### config.mk
export PLATFORM = sky130hd
export DESIGN_NAME = frame_buffer_pool_manager_top
export DESIGN_NICKNAME = d
export VERILOG_FILES = /design/src/hw/rtl/fbpm_pkg.sv /design/src/hw/rtl/frame_buffer_pool_manager_top.sv /design/src/hw/rtl/fbpm_frame_mem.sv /design/src/hw/rtl/fbpm_ctrl.sv
export SDC_FILE = /design/constraint.sdc
export NUM_CORES = 2
export LEC_CHECK = 0
export BUFFER_PORTS_ARGS = -buffer_cell sky130_fd_sc_hd__buf_2
export CAP_MARGIN = 10
export CORE_UTILIZATION = 60
export CTS_BUF_LIST = sky130_fd_sc_hd__clkbuf_4 sky130_fd_sc_hd__clkbuf_8 sky130_fd_sc_hd__clkbuf_16
export DETAILED_ROUTE_END_ITERATION = 16
export GPL_TIMING_DRIVEN = 0
export HOLD_SLACK_MARGIN = 0.02
export PLACE_DENSITY = 0.77
export SETUP_SLACK_MARGIN = 0.1
export SLEW_MARGIN = 20
export SYNTH_ARGS = -nofsm -noshare
export SYNTH_HDL_FRONTEND = slang
export SYNTH_SLANG_ARGS = --single-unit
### constraint.sdc
create_clock -name aclk -period 15.1 [get_ports aclk]
set_input_delay 0.755 -clock aclk [delete_from_list [all_inputs] [get_ports aclk]]
set_output_delay 0.755 -clock aclk [all_outputs]
set_load 0.01 [all_outputs]
### src/hw/rtl/fbpm_pkg.sv
`default_nettype none

package fbpm_pkg;

    localparam int SLOT_W   = 4;
    localparam int FRAME_W  = 48;
    localparam int ACTION_W = 3;
    localparam int COUNT_W  = 5;
    localparam int MIN_START_SLOTS = 2;

    typedef enum logic [ACTION_W-1:0] {
        ACT_QUEUE = 3'd0,
        ACT_BEGIN = 3'd1,
        ACT_END   = 3'd2,
        ACT_POLL  = 3'd3,
        ACT_START = 3'd4,
        ACT_STOP  = 3'd5
    } action_t;

    typedef enum logic [1:0] {
        RES_OK        = 2'd0,
        RES_INVALID   = 2'd1,
        RES_NOT_FOUND = 2'd2,
        RES_NONE      = 2'd3
    } status_t;

    typedef enum logic [1:0] {
        SLOT_IDLE     = 2'd0,
        SLOT_QUEUED   = 2'd1,
        SLOT_FILLING  = 2'd2,
        SLOT_COMPLETE = 2'd3
    } slot_state_t;

    // result handed from sequencer to output register
    typedef struct packed {
        status_t              status;
        logic [SLOT_W-1:0]    slot;
        logic [FRAME_W-1:0]   frame;
    } fbpm_result_t;

endpackage

`default_nettype wire

### src/hw/rtl/frame_buffer_pool_manager_top.sv
`default_nettype none

// Channel   Dir  Handshake          Payload
// s_        in   s_tvalid/s_tready  tdata: slot_index; tuser: action, image_present
// m_        out  m_tvalid/m_tready  tdata: result_slot, result_frame; tuser: status
// cfg_      in   cfg_wr_en          cfg_wr_data: buffer_count
//
// One transaction at a time. Queue, start, stop and unknown actions go straight from
// idle to the result state. Frame end adds one frame-memory read. Frame begin adds
// hint reduction and the round-robin claim scan over the slots. Poll visits each
// slot in turn through the frame memory read port and the shared 48-bit comparator,
// with a read state and a compare state per slot. Reset: aresetn low, synchronous;
// all slots idle, counter, hint and running cleared, buffer_count zero. A
// stalled m_ side holds the sequencer in its result state; s_tready stays low.

module frame_buffer_pool_manager_top #(
    parameter int MAX_SLOTS = 16
) (
    input  wire logic        aclk,
    input  wire logic        aresetn,

    // configuration: buffer_count
    input  wire logic        cfg_wr_en,
    input  wire logic [4:0]  cfg_wr_data,

    input  wire logic        s_tvalid,
    output logic             s_tready,
    input  wire logic [7:0]  s_tdata,   // [3:0] slot_index, [7:4] zero
    input  wire logic [3:0]  s_tuser,   // [2:0] action, [3] image_present

    output logic             m_tvalid,
    input  wire logic        m_tready,
    output logic [55:0]      m_tdata,   // [3:0] result_slot, [51:4] result_frame, rest zero
    output logic [1:0]       m_tuser    // [1:0] status
);

    import fbpm_pkg::*;

    logic [COUNT_W-1:0] buffer_count_reg;

    logic               res_valid;
    logic               res_ready;
    fbpm_result_t       res;

    // output register parts the sequencer from the result channel
    logic               out_full_reg;
    fbpm_result_t       out_reg;

    always_ff @(posedge aclk) begin
        if (!aresetn) begin
            buffer_count_reg <= '0;
        end else if (cfg_wr_en) begin
            buffer_count_reg <= cfg_wr_data;
        end
    end

    fbpm_ctrl #(
        .MAX_SLOTS (MAX_SLOTS)
    ) u_ctrl (
        .aclk         (aclk),
        .aresetn      (aresetn),
        .buffer_count (buffer_count_reg),
        .in_valid     (s_tvalid),
        .in_ready     (s_tready),
        .in_action    (action_t'(s_tuser[2:0])),
        .in_slot      (s_tdata[SLOT_W-1:0]),
        .in_image     (s_tuser[3]),
        .res_valid    (res_valid),
        .res_ready    (res_ready),
        .res          (res)
    );

    assign res_ready = !out_full_reg || m_tready;

    always_ff @(posedge aclk) begin
        if (!aresetn) begin
            out_full_reg <= 1'b0;
        end else if (res_ready) begin
            out_full_reg <= res_valid;
        end
        if (res_valid && res_ready) begin
            out_reg <= res;
        end
    end

    assign m_tvalid = out_full_reg;
    assign m_tdata  = {4'b0, out_reg.frame, out_reg.slot};
    assign m_tuser  = out_reg.status;

endmodule

`default_nettype wire

### src/hw/rtl/fbpm_frame_mem.sv
`default_nettype none

module fbpm_frame_mem #(
    parameter int DEPTH = 16,
    parameter int AW    = 4,
    parameter int DW    = 48
) (
    input  wire logic          aclk,
    input  wire logic          wr_en,
    input  wire logic [AW-1:0] wr_addr,
    input  wire logic [DW-1:0] wr_data,
    input  wire logic [AW-1:0] rd_addr,
    output logic      [DW-1:0] rd_data
);

    logic [DW-1:0] mem [DEPTH];

    always_ff @(posedge aclk) begin
        if (wr_en) begin
            mem[wr_addr] <= wr_data;
        end
        rd_data <= mem[rd_addr];
    end

endmodule

`default_nettype wire

### src/hw/rtl/fbpm_ctrl.sv
`default_nettype none

module fbpm_ctrl #(
    parameter int MAX_SLOTS = 16
) (
    input  wire logic                          aclk,
    input  wire logic                          aresetn,
    input  wire logic [fbpm_pkg::COUNT_W-1:0]  buffer_count,
    input  wire logic                          in_valid,
    output logic                               in_ready,
    input  wire fbpm_pkg::action_t             in_action,
    input  wire logic [fbpm_pkg::SLOT_W-1:0]   in_slot,
    input  wire logic                          in_image,
    output logic                               res_valid,
    input  wire logic                          res_ready,
    output fbpm_pkg::fbpm_result_t             res
);

    import fbpm_pkg::*;

    localparam int IW = $clog2(MAX_SLOTS);
    localparam int NW = $clog2(MAX_SLOTS + 1);
    localparam int CW = ((NW > SLOT_W) ? NW : SLOT_W) + 1;
    localparam int BW = ((NW > COUNT_W) ? NW : COUNT_W) + 1;

    typedef enum logic [2:0] {
        S_IDLE,
        S_REDUCE,
        S_CLAIM,
        S_END_RD,
        S_POLL_RD,
        S_POLL_CMP,
        S_POLL_END,
        S_RESP
    } state_t;

    state_t                state_reg, state_next;
    slot_state_t           slot_state_reg [MAX_SLOTS];
    slot_state_t           slot_state_next [MAX_SLOTS];
    logic [IW-1:0]         hint_reg, hint_next;
    logic [FRAME_W-1:0]    counter_reg, counter_next;
    logic                  running_reg, running_next;

    logic [IW-1:0]         idx_reg, idx_next;
    logic [NW-1:0]         cnt_reg, cnt_next;
    logic                  have_fill_reg, have_fill_next;
    logic                  have_sel_reg, have_sel_next;
    logic [FRAME_W-1:0]    fill_frame_reg, fill_frame_next;
    logic [FRAME_W-1:0]    sel_frame_reg, sel_frame_next;
    logic [IW-1:0]         sel_idx_reg, sel_idx_next;
    fbpm_result_t          res_reg, res_next;

    logic [NW-1:0]         n;
    logic                  slot_out;
    logic [IW-1:0]         slot_addr;
    logic [NW-1:0]         idx_inc;

    // shared frame-number comparator
    logic [FRAME_W-1:0]    cmp_a, cmp_b;
    logic                  cmp_lt;

    logic                  mem_we;
    logic [IW-1:0]         mem_raddr;
    logic [FRAME_W-1:0]    mem_rdata;

    fbpm_frame_mem #(
        .DEPTH (MAX_SLOTS),
        .AW    (IW),
        .DW    (FRAME_W)
    ) u_frame_mem (
        .aclk    (aclk),
        .wr_en   (mem_we),
        .wr_addr (idx_reg),
        .wr_data (counter_reg),
        .rd_addr (mem_raddr),
        .rd_data (mem_rdata)
    );

    assign n = (BW'(buffer_count) > BW'(MAX_SLOTS)) ? NW'(MAX_SLOTS) : NW'(buffer_count);
    assign slot_out  = CW'(in_slot) >= CW'(n);
    assign slot_addr = IW'(in_slot);
    assign idx_inc   = NW'(idx_reg) + NW'(1);
    assign cmp_lt    = cmp_a < cmp_b;

    assign in_ready  = (state_reg == S_IDLE);
    assign res_valid = (state_reg == S_RESP);
    assign res       = res_reg;

    always_comb begin
        state_next      = state_reg;
        slot_state_next = slot_state_reg;
        hint_next       = hint_reg;
        counter_next    = counter_reg;
        running_next    = running_reg;
        idx_next        = idx_reg;
        cnt_next        = cnt_reg;
        have_fill_next  = have_fill_reg;
        have_sel_next   = have_sel_reg;
        fill_frame_next = fill_frame_reg;
        sel_frame_next  = sel_frame_reg;
        sel_idx_next    = sel_idx_reg;
        res_next        = res_reg;
        mem_we          = 1'b0;
        mem_raddr       = idx_reg;
        cmp_a           = mem_rdata;
        cmp_b           = (slot_state_reg[idx_reg] == SLOT_FILLING) ? fill_frame_reg
                                                                  : sel_frame_reg;

        unique case (state_reg)
            S_IDLE: begin
                mem_raddr = slot_addr;
                if (in_valid) begin
                    res_next   = '{status: RES_OK, slot: '0, frame: '0};
                    state_next = S_RESP;
                    case (in_action)
                        ACT_QUEUE: begin
                            if (slot_out) begin
                                res_next.status = RES_NOT_FOUND;
                            end else if (slot_state_reg[slot_addr] != SLOT_IDLE) begin
                                res_next.status = RES_INVALID;
                            end else begin
                                slot_state_next[slot_addr] = SLOT_QUEUED;
                                res_next.slot = in_slot;
                            end
                        end
                        ACT_BEGIN: begin
                            counter_next = counter_reg + FRAME_W'(1);
                            res_next.status = RES_NONE;
                            res_next.frame  = counter_next;
                            if (running_reg && in_image && (n != '0)) begin
                                idx_next   = hint_reg;
                                cnt_next   = '0;
                                state_next = S_REDUCE;
                            end
                        end
                        ACT_END: begin
                            if (slot_out) begin
                                res_next.status = RES_NOT_FOUND;
                            end else if (slot_state_reg[slot_addr] != SLOT_FILLING) begin
                                res_next.status = RES_INVALID;
                            end else begin
                                slot_state_next[slot_addr] = SLOT_COMPLETE;
                                res_next.slot = in_slot;
                                state_next    = S_END_RD;
                            end
                        end
                        ACT_POLL: begin
                            if (!running_reg) begin
                                res_next.status = RES_INVALID;
                            end else begin
                                idx_next       = '0;
                                cnt_next       = '0;
                                have_fill_next = 1'b0;
                                have_sel_next  = 1'b0;
                                state_next     = (n == '0) ? S_POLL_END : S_POLL_RD;
                            end
                        end
                        ACT_START: begin
                            if (n < NW'(MIN_START_SLOTS)) begin
                                res_next.status = RES_INVALID;
                            end else if (!running_reg) begin
                                counter_next = '0;
                                running_next = 1'b1;
                            end
                        end
                        ACT_STOP: begin
                            if (running_reg) begin
                                running_next = 1'b0;
                                for (int i = 0; i < MAX_SLOTS; i++) begin
                                    if (i < int'(n)) begin
                                        slot_state_next[i] = SLOT_IDLE;
                                    end
                                end
                            end
                        end
                        default: begin
                            res_next.status = RES_INVALID;
                        end
                    endcase
                end
            end
            // bring the round-robin hint below the slot count
            S_REDUCE: begin
                if (NW'(idx_reg) >= n) begin
                    idx_next = idx_reg - IW'(n);
                end else begin
                    state_next = S_CLAIM;
                end
            end
            S_CLAIM: begin
                if (cnt_reg == n) begin
                    state_next = S_RESP;
                end else if (slot_state_reg[idx_reg] == SLOT_QUEUED) begin
                    slot_state_next[idx_reg] = SLOT_FILLING;
                    mem_we          = 1'b1;
                    hint_next       = (idx_inc == n) ? '0 : IW'(idx_inc);
                    res_next.status = RES_OK;
                    res_next.slot   = SLOT_W'(idx_reg);
                    state_next      = S_RESP;
                end else begin
                    idx_next = (idx_inc == n) ? '0 : IW'(idx_inc);
                    cnt_next = cnt_reg + NW'(1);
                end
            end
            S_END_RD: begin
                res_next.frame = mem_rdata;
                state_next     = S_RESP;
            end
            S_POLL_RD: begin
                state_next = S_POLL_CMP;
            end
            S_POLL_CMP: begin
                if (slot_state_reg[idx_reg] == SLOT_FILLING) begin
                    if (!have_fill_reg || cmp_lt) begin
                        fill_frame_next = mem_rdata;
                        have_fill_next  = 1'b1;
                    end
                end else if (slot_state_reg[idx_reg] == SLOT_COMPLETE) begin
                    if (!have_sel_reg || cmp_lt) begin
                        sel_frame_next = mem_rdata;
                        sel_idx_next   = idx_reg;
                        have_sel_next  = 1'b1;
                    end
                end
                cnt_next   = cnt_reg + NW'(1);
                idx_next   = idx_reg + IW'(1);
                state_next = (cnt_next == n) ? S_POLL_END : S_POLL_RD;
            end
            S_POLL_END: begin
                cmp_a = sel_frame_reg;
                cmp_b = fill_frame_reg;
                if (have_sel_reg && (!have_fill_reg || cmp_lt)) begin
                    slot_state_next[sel_idx_reg] = SLOT_IDLE;
                    res_next.status = RES_OK;
                    res_next.slot   = SLOT_W'(sel_idx_reg);
                    res_next.frame  = sel_frame_reg;
                end else begin
                    res_next.status = RES_NONE;
                end
                state_next = S_RESP;
            end
            S_RESP: begin
                if (res_ready) begin
                    state_next = S_IDLE;
                end
            end
            default: begin
                state_next = S_IDLE;
            end
        endcase
    end

    always_ff @(posedge aclk) begin
        if (!aresetn) begin
            state_reg   <= S_IDLE;
            hint_reg    <= '0;
            counter_reg <= '0;
            running_reg <= 1'b0;
            for (int i = 0; i < MAX_SLOTS; i++) begin
                slot_state_reg[i] <= SLOT_IDLE;
            end
        end else begin
            state_reg      <= state_next;
            hint_reg       <= hint_next;
            counter_reg    <= counter_next;
            running_reg    <= running_next;
            slot_state_reg <= slot_state_next;
        end
        idx_reg        <= idx_next;
        cnt_reg        <= cnt_next;
        have_fill_reg  <= have_fill_next;
        have_sel_reg   <= have_sel_next;
        fill_frame_reg <= fill_frame_next;
        sel_frame_reg  <= sel_frame_next;
        sel_idx_reg    <= sel_idx_next;
        res_reg        <= res_next;
    end

endmodule

`default_nettype wire
---- Word level (Yosys, flattened, before mapping) ----
Memories as Yosys holds them, arrays and structs flattened. A register that Yosys moved wholly into a read port is not among the register bits.
Index checks and enable logic that the tools add are counted.
word-level totals
  register bits ........................... 313
  memory bits (writable) .................. 768
  bits of input ports ..................... 22
  output and inout port bits .............. 60
  word-level logic and storage cells ...... 312
  memories ................................ 1
memories
  name                    words  bits a word  read ports  clocked after Yosys merged registers in  write ports  RTL line              source
  u_ctrl.u_frame_mem.mem  16     48           1           1                                        1            fbpm_frame_mem.sv:16  logic [DW-1:0] mem [DEPTH];
cells by class
  add/sub/neg operators ................... 5
  order comparisons ....................... 27
  equal/unequal tests ..................... 62
  mux-type cells .......................... 113
  bitwise gates (word level) .............. 14
  reduce and logical (&&, ||, !) cells .... 55
operators by type and width
  cell                                                                 number
  32-bit two-way mux                                                   9
  48-bit two-way mux                                                   6
  32-bit one-hot mux with 3 select lines                               2
  12-bit AND reduction                                                 16
  48-bit one-hot mux with 3 select lines                               1
  48-bit one-hot mux with 2 select lines                               1
  3-bit by 2-bit != test with 1-bit output, second input constant      19
  2-bit two-way mux                                                    28
  54-bit two-way mux                                                   1
  52-bit two-way mux                                                   1
  48-bit by 1-bit adder with 48-bit output, second input constant      1
  48-bit < comparator                                                  1
  4-bit two-way mux                                                    12
  4-bit by 5-bit < comparator with 1-bit output, first input constant  8
  16-bit bitwise AND                                                   2
  32-bit bitwise AND                                                   1
  16-bit inverter                                                      2
  32-bit inverter                                                      1
  16-bit bitwise OR                                                    2
  32-bit bitwise OR                                                    1
  5-bit two-way mux                                                    6
  3-bit two-way mux                                                    9
  2-bit demux with 4-bit select                                        3
  3-bit one-hot mux with 7 select lines                                1
  other kinds (52)                                                     142

---- Longest topological paths before layout ----
  depth in word-level cells ............... 13
  depth in mapped cells ................... 20
  mapped depth without buffers ............ 14

---- By module ----
Synthesis repeated with hierarchy kept, for this count alone.
unflattened totals
  cell total of the unflattened synthesis .. 2975
  area, all modules ....................... 46902.5 um^2
by module, submodules not included
  module                         times used  cells each  area each (um^2)  sequential area each (um^2)
  fbpm_frame_mem                 1           1242        29691.0           24023.0
  fbpm_ctrl                      1           1653        15312.2           6716.4
  frame_buffer_pool_manager_top  1           80          1899.3            1741.7

---- Worst setup path after synthesis ----
No wires, ideal clock.
  path type ............................... reg2reg
  start point ............................. register u_ctrl.idx_reg[0]
  end point ............................... register u_ctrl.res_reg (netlist bit u_ctrl.res[0]), enable pin
  library setup time ...................... 0.454 ns
  arrival time ............................ 6.496 ns
  data required time ...................... 14.646 ns
  path slack .............................. 8.151 ns
  cell stages (with the launch flop) ...... 18
  buffers on the path ..................... 4
  clock period less this slack ............ 6.949 ns
  cells stage by stage .................... edfxtp_1 buf_6 mux4_2 nand2_1 nand4_1 a21oi_1 buf_1 buf_2 mux2i_1 ha_1 a211oi_1 o211ai_1 o211a_1 o31a_1 nor4b_1 a221oi_4 buf_2 nor2_1
between the ends
  longest elaborated chain between the ends .. 12
RTL lines
  element                                                 RTL line          source
  start: declaration                                      fbpm_ctrl.sv:44   logic [IW-1:0] idx_reg, idx_next;
  start signal: assignment                                fbpm_ctrl.sv:269  idx_reg <= idx_next;
  4-bit inverter with 5-bit output (not written as such)  fbpm_ctrl.sv:106  cmp_b = (slot_state_reg[idx_reg] == SLOT_FILLING) ? fill_frame_reg
  2-bit binary-select mux with 4-bit select               fbpm_ctrl.sv:106
  2-bit two-way mux (not written as such) (2 in series)   fbpm_ctrl.sv:106
  2-bit equality test                                     fbpm_ctrl.sv:106
  48-bit two-way mux                                      fbpm_ctrl.sv:106
  48-bit two-way mux                                      fbpm_ctrl.sv:109  unique case (state_reg)
  48-bit < comparator                                     fbpm_ctrl.sv:83   assign cmp_lt = cmp_a < cmp_b;
  1-bit logical OR                                        fbpm_ctrl.sv:232  if (have_sel_reg && (!have_fill_reg || cmp_lt)) begin
  1-bit logical AND                                       fbpm_ctrl.sv:232
  2-bit by 1-bit != test with 1-bit output (no line)      -
  3-bit AND reduction (no line)                           -
  end signal: assignment                                  fbpm_ctrl.sv:276  res_reg <= res_next;
  end: declaration                                        fbpm_ctrl.sv:51   fbpm_result_t res_reg, res_next;
Every way passes these cells. The select of a mux whose other input is x is not followed.
A chain may end at the register's enable or synchronous reset.

---- Worst setup path after layout ----
  start point ............................. register u_ctrl.idx_reg[2]
  end point ............................... register u_ctrl.res_reg (netlist bit u_ctrl.res[21]), enable pin
Same word-level chain as after synthesis.

==> run_results.csv <==
group,metric,value,unit
synth,seq_area_frac_synth,68.23,%
synth,synth_mux_area_share,11.22,%
place,hpwl,96.50,mm
detailed_routing,dr.pass1.iters,6,
finish,regArea,32480,um2
timing,tightestPinTransition,1.199,ns
grt,grt_pass1_wl,206.4,mm
hold_path,hold_start,"cfg_wr_data[2]",
clock_network,ctsHoldBuffers,0,
job,max-cap-violations,0,
synth,synthXorXnorAreaFrac,1.196,%
grt,grt-busiest-layer,"met2",
setup_path,worstPathRequired,15.53,ns
finish,final_common_cell,"edfxtp_1",
synth,synthSimpleGateAreaFrac,8.001,%
timing,rsz0062_at_grt,"false",
setup_path,crit_path_top_delay_cell,"nor4_1",
grt,use_met3,8.569,%
die,ios,82,
synth,synth.avg_cell_area,15.13,um2
clock_network,cts_buffer_depth,3,
detailed_routing,avgViaCountPerCell,6.844,
grt,grt_pass1_vias,30160,
place,place_area,50220,um2
power_and_ir_drop,internal-power,6192,uW
die,die_h,283.7,um
clock_network,ctsResizeCount,0,
timing,finClkSkew,0.04748,ns
synth,netlist_area,47600,um2
finish,fillers,4940,
grt,grt_max_degree,49,
timing,min_period,7.809,ns
die,initial_core_util,61.05,%
power_and_ir_drop,power_leakage,0.01634,uW
outcome,outcome,"completed",
setup_path,worstPathCellList,"clkbuf_1 -> nor2b_1 -> nand2_1 -> and4_1 -> a21oi_1 -> buf_1 -> buf_2 -> mux2i_1 -> ha_1 -> nand4_1 -> nor4_1 -> nand2_1 -> nor3_1 -> o2111ai_2 -> a221oi_4 -> buf_2 -> nor2_4 -> buf_12",
synth,synth_top_family_by_area,"multiplexers",
power_and_ir_drop,power_frac_comb,31.4,%
timing,finalHoldViolations,0,
finish,fin_util,69.10,%
setup_path,cp.arrival,8.24,ns
synth,ys_ff_latch,1129,
place,gp_congestion,0.9795,
clock_network,cts_num_sinks,1129,
setup_path,crit_family,"simple AND/OR/NAND/NOR gates",
timing,drv_slew,0,
finish,final_cell_mix,"987 x edfxtp_1, 406 x nand2_1, 209 x mux4_2",
setup_path,slowest_delay,0.81,ns
finish,fin_area,53890,um2
setup_path,crit_type,"flip-flop to flip-flop",
timing,finalSetupTns,0,ns
finish,drive_above_1_share,17.01,%
clock_network,post-cts-setup-buffers,0,
setup_path,cp_max_fo,29,
grt,grt_overflow,0,
finish,syn_to_final_growth,13.19,%
die,die_area,80470,um2
setup_path,timing.rr.start,"u_ctrl.idx_reg[2]",
power_and_ir_drop,power.density,178.2,nW/um2
synth,synthTopCellsByArea,"edfxtp_1 62%, mux4_2 9.9%, dfxtp_1 6.0%",
finish,nets,3451,
detailed_routing,vias,30800,
synth,yosys_most_used_dff,"edfxtp_1",
detailed_routing,drtAntennaViolNets,0,
clock_network,root_buffer,"clkbuf_16",
synth,synth_cell_type_count,81,
synth,synth_edf_count,987,
grt,antenna_found_initial,10,
synth,yosys.area.top_type,"edfxtp_1",
clock_network,clk_latency,0.70,ns
setup_path,cp-end-kind,"flip-flop",
power_and_ir_drop,clkPwrFrac,28.7,%
clock_network,clk_pin_slew,0.06,ns
clock_network,numCtsBuffers,108,
detailed_routing,wl_per_cell,31.81,um
hold_path,hold_path.class,"primary input to flip-flop",
setup_path,setup.worst_path.start,"u_ctrl.idx_reg[2]",
synth,synth_cells,3146,
finish,largest_reg_flops,768,
timing,fin_crit_sh,51.72,%
setup_path,crit_buf_inv,5,
power_and_ir_drop,p_sw_share,35.53,%
clock_network,cts_tree,"built",
finish,multiInputGateArea,14260,um2
grt,met1_usage,50.11,%
synth,synth_top_area_share,62.26,%
timing,fmax,0.1281,GHz
die,core_area,77980,um2
timing,finalSetupViolations,0,
timing,relSlewSlack,19.47,%
grt,grt_util_met2,55.14,%
detailed_routing,wl,143.1,mm
synth,synth-compound-area-share,7.451,%
power_and_ir_drop,finalPower,9604,uW
clock_network,htreeDepth,3,
grt,track_usage,35.64,%
die,fp-row-count,102,
power_and_ir_drop,switchingPower,3412,uW
setup_path,startpoint_type,"flip-flop",
synth,synth-adder-area-share,1.750,%
power_and_ir_drop,sequentialPowerShare,39.9,%
synth,yosysWarningCount,0,
detailed_routing,drc,0,
die,die_w,283.7,um
synth,synth-async-reset-ratio,0,%
power_and_ir_drop,peakVddDrop,0.1459,mV
detailed_routing,drt-initial-drc-count,4783,
place,port_buffers,68,
-- area by class of cell --
type                    count  share of cell area (%)
well taps                1040                   2.415
plain buffers             203                   1.604
clock buffers             148                   5.663
multi-input cells        1775                   26.47
inverters                  42                  0.2972
flip-flops and latches   1129                   60.28
clock inverters            56                   1.122
diodes                      3                 0.01393
repair buffers            104                   2.136
-- metal layers --
layer,share of wire (%),up-vias
met2,46,2261
met1,38,15560
met5,0.0091,-
met3,12,288
met4,3.2,2
li1,-,12690
-- through the flow --
| step | std cells | setup slack, ns | hold WS (ns) |
|---|---|---|---|
| floorplan | 3149 | 8.151 | 0.4003 |
| detailed placement | 4293 | 7.589 | 0.4045 |
| CTS | 4497 | 7.530 | 0.3358 |
| global route | 4497 | 7.253 | 0.3600 |
| finish | 4500 | 7.291 | 0.3522 |
| global placement | 4257 | 5.207 | 0.4006 |
-- cells in the mapped netlist, types with 27 or more instances --
master and count:
ha_1 65, o21ai_0 94, nand2_1 406, xnor2_1 28, a22oi_1 42, mux4_2 209, o211ai_1 27, a21oi_1 107
mux2i_1 61, dfxtp_1 142, nor2_1 164, and2_1 50, xor2_1 37, a211oi_1 54, inv_1 40, buf_2 39
a31oi_1 59, nand3_1 46, nor3_1 42, clkbuf_1 133, edfxtp_1 987
-- tightest hold or removal path: cells and delay by family --
family | cells | cell delay (ns)
buf+inv | 1 | 0.08
mux | 1 | 0.06
simple gates | 1 | 0.07
-- cells by family after synthesis --
group | after synthesis
AOI/OAI and AO/OA | 529
other | 1
buffers and inverters | 245
adders and majority gates | 66
DFF | 1129
muxes | 272
and+or+nand+nor | 839
xor gates and xnor gates | 65
-- power by group through the flow --
stage | sequential (uW) | combinational [uW] | clock, uW
finish | 3830 | 3010 | 2760
CTS | 3820 | 2950 | 2770
global placement | 3870 | 2830 | 0
global route | 3840 | 3180 | 2880
floorplan | 3800 | 1880 | 0
detailed placement | 3880 | 2900 | 0
-- final timing paths --
| path | endpoint | slack, ns | cells past startpoint |
|---|---|---|---|
| setup / recovery | u_ctrl.res[21] | 7.29 | 18 |
| hold / removal | buffer_count_reg[2] | 0.35 | 3 |
| setup reg to reg | u_ctrl.res[21] | 7.29 | 18 |
| hold reg to reg | m_tdata[38] | 0.42 | 0 |
(Power assumes the default switching activity.)
